**config.mk**
```make
export PLATFORM = sky130hd
export DESIGN_NAME = csa_div
export DESIGN_NICKNAME = d
export VERILOG_FILES = /design/src/rtl/core/csa_pkg.sv /design/src/rtl/core/csa_div.sv
export SDC_FILE = /design/constraint.sdc
export NUM_CORES = 1
export LEC_CHECK = 0
export ABC_AREA = 0
export ABC_CLOCK_PERIOD_IN_PS = 7300
export BUFFER_PORTS_ARGS = -buffer_cell sky130_fd_sc_hd__clkbuf_2
export CORE_MARGIN = 1
export CORE_UTILIZATION = 45
export DETAILED_ROUTE_END_ITERATION = 8
export HOLD_SLACK_MARGIN = 0.1
export PLACE_DENSITY = 0.77
export SLEW_MARGIN = 25
export SYNTH_ARGS = -nofsm -noshare
export SYNTH_HDL_FRONTEND = slang
export SYNTH_SLANG_ARGS = --single-unit
```
**constraint.sdc**
```tcl
create_clock -name aclk -period 7.3 [get_ports aclk]
set_input_delay 1.46 -clock aclk [delete_from_list [all_inputs] [get_ports aclk]]
set_output_delay 1.46 -clock aclk [all_outputs]
set_load 0.05 [all_outputs]
```
**src/rtl/core/csa_pkg.sv**
```systemverilog
// ----------------------------------------------------------------------------
// Chunked slot allocator package
// Shared types, register indexes, status codes and a helper function.
// ----------------------------------------------------------------------------
package csa_pkg;

    localparam int MAX_CHUNKS_DEF = 256;
    localparam int MAX_SLOTS_DEF  = 1024;

    localparam int OFF_W  = 24;
    localparam int USED_W = 11;
    localparam int LIVE_W = 19;

    localparam logic [10:0] ITEMS_RST = 11'd1024;
    localparam logic [8:0]  LIMIT_RST = 9'd256;
    localparam logic [15:0] SIZE_RST  = 16'd16;
    localparam logic [4:0]  SHIFT_RST = 5'd14;
    localparam logic [4:0]  SHIFT_MIN = 5'd14;
    localparam logic [4:0]  SHIFT_MAX = 5'd16;

    localparam logic [15:0] LOW_MASK  = 16'hFFFF;
    localparam logic [31:0] WORD_FULL = 32'hFFFF_FFFF;

    typedef enum logic [1:0] {
        IDX_ITEMS = 2'd0,
        IDX_LIMIT = 2'd1,
        IDX_SIZE  = 2'd2,
        IDX_SHIFT = 2'd3
    } cfg_idx_t;

    typedef enum logic [1:0] {
        ST_OK      = 2'd0,
        ST_NOCHUNK = 2'd1,
        ST_DOUBLE  = 2'd2,
        ST_RANGE   = 2'd3
    } status_t;

    typedef struct packed {
        logic              mode;
        logic [OFF_W-1:0]  free_offset;
    } in_req_t;

    typedef struct packed {
        logic [1:0]        status;
        logic [7:0]        chunk_index;
        logic [9:0]        slot_index;
        logic [OFF_W-1:0]  item_offset;
        logic              commit_chunk;
        logic              decommit_chunk;
        logic [LIVE_W-1:0] live_items;
    } out_rsp_t;

    typedef struct packed {
        logic        start;
        logic [15:0] dividend;
        logic [15:0] divisor;
    } div_req_t;

    typedef struct packed {
        logic        done;
        logic [15:0] quotient;
    } div_rsp_t;

    // Index of the lowest set bit; 31 when the word is all zero.
    function automatic logic [4:0] lowest_bit(input logic [31:0] v);
        logic [4:0] r;
        r = 5'd31;
        for (int i = 31; i >= 0; i--) begin
            if (v[i]) r = 5'(i);
        end
        return r;
    endfunction

endpackage

```
**src/rtl/core/csa_div.sv**
```systemverilog
// ----------------------------------------------------------------------------
// Restoring divider
// Sixteen-bit unsigned quotient, one bit per cycle.
// ----------------------------------------------------------------------------
module csa_div
    import csa_pkg::*;
(
    input  logic     aclk,
    input  logic     aresetn,
    input  div_req_t req,
    output div_rsp_t rsp
);

    logic [16:0] rem_reg;
    logic [15:0] quo_reg;
    logic [15:0] dvs_reg;
    logic [4:0]  cnt_reg;
    logic        busy_reg;
    logic        done_reg;
    logic [16:0] trial;

    assign trial = {rem_reg[15:0], quo_reg[15]};

    always_ff @(posedge aclk) begin
        if (!aresetn) begin
            busy_reg <= 1'b0;
            done_reg <= 1'b0;
            cnt_reg  <= '0;
        end else begin
            done_reg <= 1'b0;
            if (req.start) begin
                rem_reg  <= '0;
                quo_reg  <= req.dividend;
                dvs_reg  <= req.divisor;
                cnt_reg  <= '0;
                busy_reg <= 1'b1;
            end else if (busy_reg) begin
                if (trial >= {1'b0, dvs_reg}) begin
                    rem_reg <= trial - {1'b0, dvs_reg};
                    quo_reg <= {quo_reg[14:0], 1'b1};
                end else begin
                    rem_reg <= trial;
                    quo_reg <= {quo_reg[14:0], 1'b0};
                end
                cnt_reg <= cnt_reg + 5'd1;
                if (cnt_reg == 5'd15) begin
                    busy_reg <= 1'b0;
                    done_reg <= 1'b1;
                end
            end
        end
    end

    assign rsp.done     = done_reg;
    assign rsp.quotient = quo_reg;

endmodule

```
==> flow_summary.toml <==
[status]
status = "finished, final reports clean"

[yosys]
synth_area_um2 = 3130
synth_compound_area_share_pct = 13.4
yosysSeqAreaShare_pct = 50.5
synthSimpleGateAreaFrac_pct = 12.1
ys.flop_type = "edfxtp_1"
synth-seq-cells = 55
synth_xor_area_share_pct = 2.52
ys_types = 46
muxShareOfSynthArea_pct = 8.31
synth_top_family_by_area = "compound AO/OA/AOI/OAI gates"
yosys-top-cells-area = "edfxtp_1 (46%), ha_1 (7.2%), mux2_2 (5.8%), dfxtp_1 (4.5%), a21oi_1 (3.2%)"
synth_top_cell_by_area = "edfxtp_1"
postSynthAreaPerCell_um2 = 11.1
synth_top_area_share_pct = 46.0
syn_inst = 282
ys_warn_count = 0
synth-edff-count = 48
async_reset_ff_share_pct = 0
synth_fa_ha_area_share_pct = 7.83
synth.net_count = 336

[global_route]
grt_max_degree = 34
antenna_found_initial = 0
grt_pass1_vias = 2217
grt-ovfl-total = 0
track_usage_pct = 17.4
grt_pass1_wl_mm = 10.0

[drt]
wire_per_inst_um = 14.6
drt_first_iter_violations = 131
vias = 2290
wl_mm = 6.00
vias_per_cell = 5.57
drtAntennaViolNets = 0
drtPass1Iterations = 4
post-route-drc-count = 0

[placement]
placed_cell_area_um2 = 3420
place.gp.congestion = 0.826
io_buffers = 51
hpwl_mm = 4.27

[cts]
cts_resized = 0
clock_sinks = 55
htree_levels = 2
post_cts_buffers = 0
cts-buffers-inserted = 5
clkLatencyLatePin_ns = 0.32
clk_pin_slew_worst_paths_ns = 0.10
cts_hold_buf = 0
cts_tree = "yes"
clockBufferDepth = 2
cts-root-buf = "clkbuf_8"

[floorplanning]
num_rows = 30
die_x_um = 85.4
start_util_pct = 46.3
fp.dieH_um = 85.4
die-area_um2 = 7290
design.core.area_um2 = 6760
ios = 52

[critical_path]
ff2ff_path_depth = 7
crit_end = "quo_reg[14]"
critPathMaxFanout = 33
reg2reg_to = "rem_reg[15]"
arrival_ns = 3.13
r2r_slack_ns = 4.42
critPathLaunch = "req[32]"
reg2reg_from = "rem_reg[9]"
path_class = "input pin to flip-flop"
cp.required_ns = 7.31
setup.worst_path.start_class = "input pin"
critPathCaptureType = "flip-flop"

[sta]
period_share_pct = 42.7
finClkSkew_ns = 0.0195
rsz0062_at_grt = "false"
hold_violations = 0
finalCriticalPeriod_ns = 3.12
worst_pin_slew_ns = 0.831
slew_violations = 0
setup_viol = 0
fmax_ghz = 0.321
relSlewSlack_pct = 44.6
setup_tns_ns = 0

[power]
cellPowerDensity_nw_per_um2 = 227
ir_worst_vdd_mv = 0.145
leakage_uw = 0.00147

[job]
cap_violations = 0

[cells_and_area]
final_layout_size_suffix_gt1_share_pct = 24.8
area_growth_pct = 12.5
fin_util_pct = 52.1
fin_area_um2 = 3520
layout.nets = 384
diodes = 0

[min_path]
holdCritPathClass = "flip-flop to flip-flop"
worst min-delay path by stage:
stage                    start          to  slack, ns  depth (start not counted)
global placement    cnt_reg[4]  cnt_reg[4]       0.47                          2
floorplan           cnt_reg[4]  cnt_reg[4]       0.46                          2
detailed placement  cnt_reg[4]  cnt_reg[4]       0.48                          2
finish              cnt_reg[4]  cnt_reg[4]       0.50                          2
CTS                 cnt_reg[4]  cnt_reg[4]       0.50                          2
global route        cnt_reg[4]  cnt_reg[4]       0.57                          2
area by class of cell:
type	instances	area, um2
Tap cell	80	100
Clock buffer	6	82.6
Fill cell	606	3240
Inverter	24	90.1
Timing Repair Buffer	52	263
Clock inverter	2	20.0
Multi-Input combinational cell	192	1380
Sequential cell	55	1580
power by group:
group | switching, uW | leakage (uW) | internal (uW) | total [uW]
logic | 135 | 0.000897 | 88.8 | 224
registers | 12.2 | 0.000516 | 373 | 385
clock network | 109 | 0.0000533 | 80.2 | 189
total | 256 | 0.00147 | 542 | 798
cell usage in the layout, fill, tap and decap left out, types with 4 or more instances in the layout:
master / synthesis / routed
mux2_2: 16 / 16
nand2b_1: 7 / 7
a21o_1: 5 / 5
o21ai_0: 11 / 11
nor2_1: 19 / 19
xor2_1: 5 / 5
clkbuf_2: 0 / 51
nand2_1: 20 / 20
a31oi_1: 4 / 4
nand4_1: 4 / 4
nand3_1: 7 / 7
xnor2_1: 4 / 4
a21oi_1: 20 / 20
edfxtp_1: 48 / 48
mux2i_1: 8 / 8
nor3_1: 4 / 4
dfxtp_1: 7 / 7
clkbuf_8: 0 / 6
inv_1: 24 / 24
ha_1: 18 / 18
critical path, stage by stage:
cell	delay, ns
clkbuf_2	0.60
o21a_1	0.67
buf_4	0.38
per-layer routing:
layer / wire length [um] / track usage, % / part of all wire [%]
met1: 2780 / 22.6 / 46
met5: 0 / 0 / 0
met2: 2860 / 29.7 / 48
met3: 301 / 3.99 / 5.0
met4: 57 / 4.09 / 0.95
logic make-up after synthesis:
group | Yosys count
xor+xnor | 9
mux | 24
flops | 55
fa+ha+maj | 19
simple gates | 77
compound gates | 63
buf+inv | 35
cells in the mapped netlist, types with 2 or more instances:
cell type	count
a21oi_1	20
nor2b_1	2
nand2b_1	7
nand3_1	7
and2_1	3
xnor2_1	4
a21o_1	5
edfxtp_1	48
nand3b_1	3
o31ai_1	2
inv_1	24
buf_6	4
o21a_1	3
o22ai_1	2
nand2_1	20
o21ai_0	11
xor2_1	5
a211oi_2	3
nor3_1	4
dfxtp_1	7
and4_1	2
mux2_2	16
mux2i_1	8
nand4_1	4
o2111ai_1	3
or3_1	2
a31oi_1	4
clkbuf_1	5
and3_1	2
ha_1	18
nor2_1	19
stage by stage:
| step | total power [uW] | std cells | worst slack (ns) | hold slack, ns |
|---|---|---|---|---|
| 6_report | 798 | 411 | 4.18 | 0.496 |
| 5_1_grt | 841 | 411 | 4.05 | 0.571 |
| 4_1_cts | 802 | 411 | 4.17 | 0.497 |
| 3_5_place_dp | 614 | 403 | 3.84 | 0.482 |
| 3_3_place_gp | 607 | 403 | 3.90 | 0.465 |
| 2_1_floorplan | 574 | 282 | 4.44 | 0.456 |
Note: power is estimated with default switching activity, not from simulation.
